--- config.mk ---
export PLATFORM = sky130hd
export DESIGN_NAME = pot_smoother_with_publish_hysteresis_core
export DESIGN_NICKNAME = d
export VERILOG_FILES = /design/src/psh_pkg.sv /design/src/psh_front.sv /design/src/psh_queue.sv /design/src/psh_back.sv /design/src/pot_smoother_with_publish_hysteresis_core.sv
export SDC_FILE = /design/constraint.sdc
export NUM_CORES = 2
export LEC_CHECK = 0
export ABC_AREA = 1
export BUFFER_PORTS_ARGS = -buffer_cell sky130_fd_sc_hd__buf_2
export CAP_MARGIN = 25
export CELL_PAD_IN_SITES_DETAIL_PLACEMENT = 1
export CELL_PAD_IN_SITES_GLOBAL_PLACEMENT = 2
export CORE_ASPECT_RATIO = 1.25
export CORE_MARGIN = 10
export CORE_UTILIZATION = 45
export CTS_BUF_LIST = sky130_fd_sc_hd__clkbuf_4
export CTS_CLUSTER_DIAMETER = 120
export DETAILED_ROUTE_END_ITERATION = 7
export HOLD_SLACK_MARGIN = 0.12
export PLACE_DENSITY = 0.92
export SYNTH_ARGS = -nofsm -noshare
export SYNTH_HDL_FRONTEND = slang
export SYNTH_SLANG_ARGS = --single-unit
--- constraint.sdc ---
create_clock -name clk -period 27.3 [get_ports clk]
set_input_delay 2.73 -clock clk [delete_from_list [all_inputs] [get_ports clk]]
set_output_delay 2.73 -clock clk [all_outputs]
set_load 0.01 [all_outputs]
--- src/psh_pkg.sv ---
// Shared types and constants for the pot smoother with publish hysteresis.
// No dependencies.
package psh_pkg;

  localparam int LEVEL_W    = 16;
  localparam int GAIN_W     = 16;
  localparam int SHIFT_W    = 4;
  localparam int HYST_W     = 16;
  localparam int CFG_IDX_W  = 1;
  localparam int CFG_DATA_W = 16;

  localparam logic [SHIFT_W-1:0] SHIFT_RESET = 4'd3;
  localparam logic [HYST_W-1:0]  HYST_RESET  = 16'd64;

  // Register indexes on the configuration port
  localparam logic [CFG_IDX_W-1:0] REG_SMOOTHING_SHIFT    = 1'd0;
  localparam logic [CFG_IDX_W-1:0] REG_PUBLISH_HYSTERESIS = 1'd1;

  // Queue between front and back
  localparam int QDEPTH = 4;
  localparam int QPTR_W = 2;
  localparam int QCNT_W = 3;

  // One pending publish: level to square, and its origin
  typedef struct packed {
    logic [LEVEL_W-1:0] level;
    logic               boot;
  } q_entry_t;

  typedef struct packed {
    logic full;
    logic empty;
  } q_status_t;

endpackage

--- src/psh_front.sv ---
// Front end: config registers, sample acceptance, smoothing state and publish decision.
// Depends on psh_pkg.
module psh_front #(
  parameter int SAMPLE_BITS = 16
) (
  input  logic                             clk,
  input  logic                             rst,
  input  logic                             cfg_we,
  input  logic [psh_pkg::CFG_IDX_W-1:0]    cfg_index,
  input  logic [psh_pkg::CFG_DATA_W-1:0]   cfg_data,
  input  logic                             in_valid,
  output logic                             in_ready,
  input  logic                             func,
  input  logic [psh_pkg::LEVEL_W-1:0]      sample,
  input  logic                             sink_ready,
  input  psh_pkg::q_status_t               q_stat,
  output logic                             push,
  output psh_pkg::q_entry_t                push_entry
);

  localparam int SB = SAMPLE_BITS;

  logic [psh_pkg::SHIFT_W-1:0] smoothing_shift;
  logic [psh_pkg::HYST_W-1:0]  publish_hysteresis;
  logic                        seeded;
  logic [SB-1:0]               level;
  logic [SB-1:0]               published_level;

  logic [SB-1:0] s;
  logic [SB-1:0] diff;
  logic [SB-1:0] step_raw;
  logic [SB-1:0] step;
  logic [SB-1:0] level_next;
  logic [SB-1:0] pub_base;
  logic [SB-1:0] published_level_next;
  logic [SB-1:0] distance;
  logic          emit;
  logic          accept;

  assign in_ready = !q_stat.full;
  assign accept   = in_valid && in_ready;

  always_comb begin
    s        = sample[SB-1:0];
    diff     = (s > level) ? (s - level) : (level - s);
    step_raw = diff >> smoothing_shift;
    step     = (step_raw == '0) ? SB'(1) : step_raw;

    if (!seeded) begin
      level_next = s;
    end else if (s > level) begin
      level_next = level + step;
    end else if (s < level) begin
      level_next = level - step;
    end else begin
      level_next = level;
    end

    // seeding sample becomes the published level
    pub_base = seeded ? published_level : s;
    distance = (level_next >= pub_base) ? (level_next - pub_base)
                                        : (pub_base - level_next);
    emit     = func || (psh_pkg::HYST_W'(distance) >= publish_hysteresis);

    published_level_next = pub_base;
    if (!func && emit && sink_ready) begin
      published_level_next = level_next;
    end
  end

  always_ff @(posedge clk) begin
    if (rst) begin
      smoothing_shift    <= psh_pkg::SHIFT_RESET;
      publish_hysteresis <= psh_pkg::HYST_RESET;
      seeded             <= 1'b0;
      level              <= '0;
      published_level    <= '0;
    end else begin
      if (cfg_we) begin
        case (cfg_index)
          psh_pkg::REG_SMOOTHING_SHIFT:
            smoothing_shift <= cfg_data[psh_pkg::SHIFT_W-1:0];
          psh_pkg::REG_PUBLISH_HYSTERESIS:
            publish_hysteresis <= cfg_data[psh_pkg::HYST_W-1:0];
          default: ;
        endcase
      end
      if (accept) begin
        seeded          <= 1'b1;
        level           <= level_next;
        published_level <= published_level_next;
      end
    end
  end

  assign push             = accept && emit;
  assign push_entry.level = psh_pkg::LEVEL_W'(level_next);
  assign push_entry.boot  = func;

endmodule

--- src/psh_queue.sv ---
// Small register FIFO between the front end and the gain unit.
// Depends on psh_pkg.
module psh_queue (
  input  logic               clk,
  input  logic               rst,
  input  logic               push,
  input  psh_pkg::q_entry_t  push_entry,
  input  logic               pop,
  output psh_pkg::q_entry_t  head,
  output psh_pkg::q_status_t q_stat
);

  psh_pkg::q_entry_t           mem [psh_pkg::QDEPTH];
  logic [psh_pkg::QPTR_W-1:0]  wr_ptr;
  logic [psh_pkg::QPTR_W-1:0]  rd_ptr;
  logic [psh_pkg::QCNT_W-1:0]  count;

  always_ff @(posedge clk) begin
    if (rst) begin
      wr_ptr <= '0;
      rd_ptr <= '0;
      count  <= '0;
    end else begin
      if (push) begin
        wr_ptr <= wr_ptr + 1'b1;
      end
      if (pop) begin
        rd_ptr <= rd_ptr + 1'b1;
      end
      case ({push, pop})
        2'b10:   count <= count + 1'b1;
        2'b01:   count <= count - 1'b1;
        default: count <= count;
      endcase
    end
  end

  always_ff @(posedge clk) begin
    if (push) begin
      mem[wr_ptr] <= push_entry;
    end
  end

  assign head         = mem[rd_ptr];
  assign q_stat.full  = (count == psh_pkg::QCNT_W'(psh_pkg::QDEPTH));
  assign q_stat.empty = (count == '0);

endmodule

--- src/psh_back.sv ---
// Back end: pipelined square-law gain (square, scale, reciprocal estimate, fix-up).
// Depends on psh_pkg.
module psh_back #(
  parameter int SAMPLE_BITS = 16
) (
  input  logic                          clk,
  input  logic                          rst,
  input  psh_pkg::q_status_t            q_stat,
  input  psh_pkg::q_entry_t             head,
  output logic                          pop,
  output logic                          out_valid,
  input  logic                          out_ready,
  output logic [psh_pkg::GAIN_W-1:0]    gain,
  output logic [psh_pkg::LEVEL_W-1:0]   smoothed_level,
  output logic                          from_boot
);

  localparam int SB = SAMPLE_BITS;
  localparam int GW = psh_pkg::GAIN_W;
  localparam int PW = 2 * SB;       // level squared
  localparam int NW = PW + GW;      // level squared times 65535
  localparam int HW = 32;           // numerator bits seen by the estimate
  localparam int SH = NW - HW;
  localparam int RW = GW + 2;       // reciprocal is just above 2^16
  localparam int EW = HW + RW;
  localparam int MW = PW + 2;       // remainder stays below three divisors
  // square, scale, estimate, back-multiply, remainder, fix-up
  localparam int NS = 6;

  localparam longint unsigned FS    = (64'd1 << SB) - 64'd1;
  localparam longint unsigned DIV_L = FS * FS;
  // floor(2^NW / FS^2); the estimate lands at most two below the quotient
  localparam longint unsigned RCP_L = (64'd1 << NW) / DIV_L;

  localparam logic [RW-1:0] RCP  = RW'(RCP_L);
  localparam logic [MW-1:0] DIV1 = MW'(DIV_L);
  localparam logic [MW-1:0] DIV2 = MW'(64'd2 * DIV_L);

  logic          vld [NS];
  logic [SB-1:0] lvl [NS];
  logic          bt  [NS];
  logic [PW-1:0] sq;
  logic [NW-1:0] num;
  logic [GW-1:0] qe2;
  logic [MW-1:0] nlo2;
  logic [GW-1:0] qe3;
  logic [MW-1:0] nlo3;
  logic [MW-1:0] qd3;
  logic [GW-1:0] qe4;
  logic [MW-1:0] rem4;
  logic [GW-1:0] quo;
  logic [HW-1:0] num_hi;
  logic [EW-1:0] est;
  logic [1:0]    fix;
  logic          adv;

  // whole pipe holds while the result is not taken
  assign adv = !vld[NS-1] || out_ready;
  assign pop = adv && !q_stat.empty;

  assign num_hi = num[NW-1:SH];
  assign est    = EW'(num_hi) * EW'(RCP);
  assign fix    = (rem4 >= DIV2) ? 2'd2 : ((rem4 >= DIV1) ? 2'd1 : 2'd0);

  always_ff @(posedge clk) begin
    if (rst) begin
      for (int i = 0; i < NS; i++) begin
        vld[i] <= 1'b0;
      end
    end else if (adv) begin
      vld[0] <= !q_stat.empty;
      for (int i = 1; i < NS; i++) begin
        vld[i] <= vld[i-1];
      end
    end
  end

  always_ff @(posedge clk) begin
    if (adv) begin
      lvl[0] <= head.level[SB-1:0];
      bt[0]  <= head.boot;
      for (int i = 1; i < NS; i++) begin
        lvl[i] <= lvl[i-1];
        bt[i]  <= bt[i-1];
      end
      sq   <= PW'(head.level[SB-1:0]) * PW'(head.level[SB-1:0]);
      // times 65535
      num  <= (NW'(sq) << GW) - NW'(sq);
      qe2  <= est[HW +: GW];
      nlo2 <= num[MW-1:0];
      qe3  <= qe2;
      nlo3 <= nlo2;
      // low bits are enough: true remainder is below 3 * FS^2
      qd3  <= MW'(qe2) * DIV1;
      qe4  <= qe3;
      rem4 <= nlo3 - qd3;
      quo  <= qe4 + GW'(fix);
    end
  end

  assign out_valid      = vld[NS-1];
  assign gain           = quo;
  assign smoothed_level = psh_pkg::LEVEL_W'(lvl[NS-1]);
  assign from_boot      = bt[NS-1];

endmodule

--- src/pot_smoother_with_publish_hysteresis_core.sv ---
// Top level of the pot smoother with square-law gain and publish hysteresis.
// Depends on psh_pkg, psh_front, psh_queue, psh_back.
//
// Usage: one sample transaction is taken per clock while the four-entry queue
// between the smoothing front end and the gain unit has room, so the block
// sustains one item per cycle when the result side keeps up. The front end
// updates the smoothed level and decides in the accepting cycle whether a
// gain is published; only publishing transactions enter the queue. The gain
// unit is a six-stage pipeline (square, scale by 65535, reciprocal estimate
// of the quotient by the full-scale square, back-multiply, remainder, fix-up
// of at most two), whatever SAMPLE_BITS is. The pipeline stalls as a whole
// while out_valid is held without out_ready; the queue absorbs the front end
// meanwhile. Configuration writes land at once.
module pot_smoother_with_publish_hysteresis_core #(
  parameter int SAMPLE_BITS = 16
) (
  input  logic                            clk,
  input  logic                            rst,
  // configuration write port
  input  logic                            cfg_we,
  input  logic [psh_pkg::CFG_IDX_W-1:0]   cfg_index,
  input  logic [psh_pkg::CFG_DATA_W-1:0]  cfg_data,
  // sample channel
  input  logic                            in_valid,
  output logic                            in_ready,
  input  logic                            func,
  input  logic [psh_pkg::LEVEL_W-1:0]     sample,
  input  logic                            sink_ready,
  // gain channel
  output logic                            out_valid,
  input  logic                            out_ready,
  output logic [psh_pkg::GAIN_W-1:0]      gain,
  output logic [psh_pkg::LEVEL_W-1:0]     smoothed_level,
  output logic                            from_boot
);

  logic               q_push;
  logic               q_pop;
  psh_pkg::q_entry_t  q_in;
  psh_pkg::q_entry_t  q_head;
  psh_pkg::q_status_t q_stat;

  // Smoothing state and publish decision
  psh_front #(
    .SAMPLE_BITS (SAMPLE_BITS)
  ) u_front (
    .clk        (clk),
    .rst        (rst),
    .cfg_we     (cfg_we),
    .cfg_index  (cfg_index),
    .cfg_data   (cfg_data),
    .in_valid   (in_valid),
    .in_ready   (in_ready),
    .func       (func),
    .sample     (sample),
    .sink_ready (sink_ready),
    .q_stat     (q_stat),
    .push       (q_push),
    .push_entry (q_in)
  );

  // Decouples the front end from gain-unit stalls
  psh_queue u_queue (
    .clk        (clk),
    .rst        (rst),
    .push       (q_push),
    .push_entry (q_in),
    .pop        (q_pop),
    .head       (q_head),
    .q_stat     (q_stat)
  );

  // Square-law gain pipeline, last stage is the output register
  psh_back #(
    .SAMPLE_BITS (SAMPLE_BITS)
  ) u_back (
    .clk            (clk),
    .rst            (rst),
    .q_stat         (q_stat),
    .head           (q_head),
    .pop            (q_pop),
    .out_valid      (out_valid),
    .out_ready      (out_ready),
    .gain           (gain),
    .smoothed_level (smoothed_level),
    .from_boot      (from_boot)
  );

  // A boot capture always publishes
  a_boot_publishes: assert property (@(posedge clk) disable iff (rst)
    (in_valid && in_ready && func) |-> q_push)
    else $error("boot capture did not publish");

  // Never push into a full queue
  a_no_overflow: assert property (@(posedge clk) disable iff (rst)
    q_push |-> !q_stat.full)
    else $error("queue overflow");

  // Never pop an empty queue
  a_no_underflow: assert property (@(posedge clk) disable iff (rst)
    q_pop |-> !q_stat.empty)
    else $error("queue underflow");

  // Pipeline comes out of reset empty
  a_reset_empty: assert property (@(posedge clk) disable iff (rst)
    $past(rst) |-> !out_valid)
    else $error("result valid right after reset");

endmodule

==> results by group <==
Route
  • Via count: 26,500
  • Met3 wire length: 3220 um
  • Detail Route Antenna Nets: 0
  • DR vias/cell: about 5.3
  • WL final: 100,000 um
  • Drt wl/cell: 19.9 um
  • DRC viols: 0
  • Highest routed layer: met5
  • First-pass DRT Iterations: 7
  • DRT iter0 DRCs: about 1,300
  • DRT met1 WL: around 38,000 um
  • WL met2: between 50,000 and 60,000 um

Yosys
  • Synth Area in Adders: about a quarter
  • Mean Syn Cell Area: ~9.6 um^2
  • Synth Area in XOR/XNOR: between 5 and 6%
  • Post-synthesis cell type count: 64
  • Async set-reset flop share out of synthesis: 0%
  • Synth top area share: between 30% and 40%
  • Multiplexer share of the synthesized area: less than 1%
  • Largest family of logic cells by synthesized area: adder cells
  • Register area share after synthesis: around two fifths
  • Post-synthesis cell count: 3,740
  • Synthesized cell area: ~36,000 um^2
  • Post-synthesis simple-gate area fraction: about an eighth
  • Synth Area in Compound Gates: a little under a tenth
  • Largest cells by area after synthesis: edfxtp_1 (36%), ha_1 (13%), fa_1 (12%)
  • Synth Warn #: 0
  • Number of synthesized register bits: 492
  • Yosys top cell by area: edfxtp_1
  • Post-synth EDFFs: 430
  • Syn nets: about 4,400
  • Ys flop type: edfxtp_1

Die
  • Die width: 273 um
  • Initial Util: between 40% and 50%
  • Die height: 336 um
  • IO Count: 75
  • Core region area: slightly below 80,000 um^2
  • Die area: ~90,000 um^2
  • FP Rows: 115

Layout
  • Fin area: a little under 40,000 um^2
  • Register area: between 10,000 and 15,000 um^2
  • Multi-input gate area: 18,900 um^2
  • Layout cell share with drive strength beyond 1: 8.79%
  • Fillers: roughly 9,100
  • Final nets: roughly 4,500
  • Layout Area Growth over Synthesis: 8.69%

Worst hold path
  • Endpoint, Worst Hold: u_back.lvl[5][14]
  • Hold/Removal Path Class: reg -> reg
  • WHS Path Cells: 0
  • Hold Startpoint: u_back.lvl[4][14]

Clock tree
  • Clk buf depth: 3
  • Hold Buf Count CTS: 0
  • Postcts setup bufs: 0
  • CTS tree: done
  • Clk Latency, worst-skew pair: 1.00 ns
  • CTS Buf Count: 133
  • PostCTS Resize Cnt: 0
  • Root Buffer: clkbuf_4
  • Clk sinks: a little under 500
  • Worst-path clk slew: about 0.070 ns
  • H-tree depth: 4

STA
  • Unrepaired setup endpoints after global routing: false
  • Final period utilization: 48.5%
  • Fin. max-slew vios: 0
  • Max-slew headroom: about a tenth
  • Final Skew: between 0.07 and 0.08 ns
  • Fin Setup TNS: 0 ns
  • Hold Violations, Final: 0
  • Least-Margin Pin Slew: 1.34 ns
  • Crit path time final: 13.24 ns
  • Setup WS post-layout: between 10 and 15 ns
  • Top achievable clock speed: 0.0756 GHz
  • Setup violators final: 0

Global route
  • Initial antenna violation count: 7
  • Largest net degree at the start of global routing: 194
  • Vias in the first global route: around 30,000
  • All-layer global routing usage: around 22%
  • Total gr overflow: 0
  • First-pass GRT wire length: between 150,000 and 200,000 um

Critical path
  • Worst r2r src: u_front.level[1]
  • Largest fanout on the critical path: 24
  • Setup CP Type: in -> reg
  • CP Data Arrival Time: 14.10 ns
  • Critical path startpoint category: input port
  • R2r endpoint: u_queue.count[2]
  • Max incr delay on CP: roughly 0.76 ns
  • Critical-path top delay cell: nand3_1
  • CP Data Required Time: around 28 ns
  • Most used cell, CP: nand2_1
  • R2R cell count: 63
  • Critical Path End Type: flop
  • R2r setup slk: roughly 15 ns

Placed design
  • Pre-CTS WS: 13.02 ns
  • Port bufs: 74
  • Dpl hpwl: just under 80,000 um
  • GP Congestion: ~0.94
  • Post-DP Area: between 30,000 and 40,000 um^2

Job
  • MaxCap Viol Count: 0

Status
  • Run status: completed
placed cells by master, fill, tap and decap left out, drive strengths merged, types with 5 or more instances in the layout:
cell type  netlist  routed
inv            675     681
nand2          555     555
edfxtp         430     430
ha             362     362
nor2           310     310
a21oi          286     286
fa             223     223
o21ai          178     178
clkbuf          58     174
xor2           155     155
nand3          143     143
buf             25      99
dfxtp           62      62
xnor2           59      59
clkinv           4      47
nor3            30      30
nand4           26      26
o211ai          20      20
a32oi           16      16
nor4            14      14
a31oi           11      11
o21bai          10      10
o2111ai         10      10
o21a             9       9
a21o             9       9
a21boi           9       9
a211oi           8       8
nand3b           7       7
o31ai            5       5
o221ai           5       5
and2             5       5
synth_stat cells, types with 5 or more instances:
master and number:
buf_2 12, inv_2 7, xor2_1 155, o21ai_0 150, nand2_1 536, nand3_1 137, o21bai_1 10, nand3b_1 7
nand3_2 5, dfxtp_1 62, a21oi_2 6, a21oi_1 280, xnor2_1 59, inv_1 667, a32oi_1 16, o31ai_1 5
nor4_1 14, clkbuf_1 58, edfxtp_1 430, o21ai_1 24, a21o_1 9, o221ai_1 5, nand2_2 16, ha_1 362
o211ai_1 20, o2111ai_1 10, a31oi_1 10, fa_1 223, nor2_1 305, buf_4 6, nand4_1 26, nor3_1 27
buf_1 5, o21a_1 9, a211oi_1 8
cell type report:
| class | instances | area share, % |
|---|---|---|
| Antenna cell | 3 | 0.0192 |
| Clock buffer | 174 | 3.34 |
| Clock inverter | 53 | 0.714 |
| Inverter | 679 | 6.53 |
| Multi-Input combinational cell | 2486 | 48.3 |
| Sequential cell | 492 | 36.2 |
| Tap cell | 1053 | 3.37 |
| Timing Repair Buffer | 99 | 1.46 |
worst max-delay path: cells and delay by family:
| kind | cells | cell delay (ns) |
|---|---|---|
| fa+ha+maj | 8 | 2.59 |
| simple gates | 29 | 3.57 |
| buf+inv | 9 | 0.76 |
| compound gates | 18 | 4.15 |
| xor+xnor | 2 | 0.30 |
metal layers:
metal	GRT usage [%]	vias to the layer above
li1	-	12690
met1	23.4	13033
met2	41.6	502
met3	3.60	265
met4	12.2	10
met5	0	-
worst max-delay path by stage:
| stage | from | endpoint | slack, ns | depth (start not counted) |
|---|---|---|---|---|
| after floorplan | out_ready | u_queue.count[2] | 14.46 | 11 |
| after global placement | sample[12] | u_queue.count[2] | 13.39 | 62 |
| after detailed placement | sample[12] | u_queue.count[2] | 13.02 | 62 |
| after CTS | sample[12] | u_queue.count[2] | 14.15 | 62 |
| after global routing | sample[0] | u_queue.count[2] | 12.77 | 66 |
| final | sample[0] | u_queue.count[2] | 14.06 | 66 |
state kept, by name (all words and copies together) (netlist names), 31 cells and up, named ones only:
| name | flops |
|---|---|
| u_back.sq | 31 |
| u_back.lvl | 92 |
| u_back.nlo2 | 33 |
| u_back.rem4 | 34 |
| u_back.nlo3 | 33 |
| u_back.qd3 | 32 |
| u_queue.mem | 68 |
| u_back.num | 47 |
stage by stage:
step / util, % / hold slack, ns / cells
floorplan: - / 0.400 / 3740
global placement: 47.4 / 0.400 / 4809
detailed placement: 47.4 / 0.406 / 4809
CTS: 49.4 / 0.358 / 5036
global route: 49.4 / 0.363 / 5039
finish: 49.4 / 0.371 / 5039
kinds of logic after synthesis:
family	after synthesis
AO/OA/AOI/OAI	586
XOR/XNOR	214
adder cells (fa/ha/maj)	585
buffers and inverters	762
flip-flops	492
multiplexers	4
AND/OR/NAND/NOR	1097
Power is not shown: default switching activity piles up to over one toggle a cycle in this logic, so the estimate is an artifact.
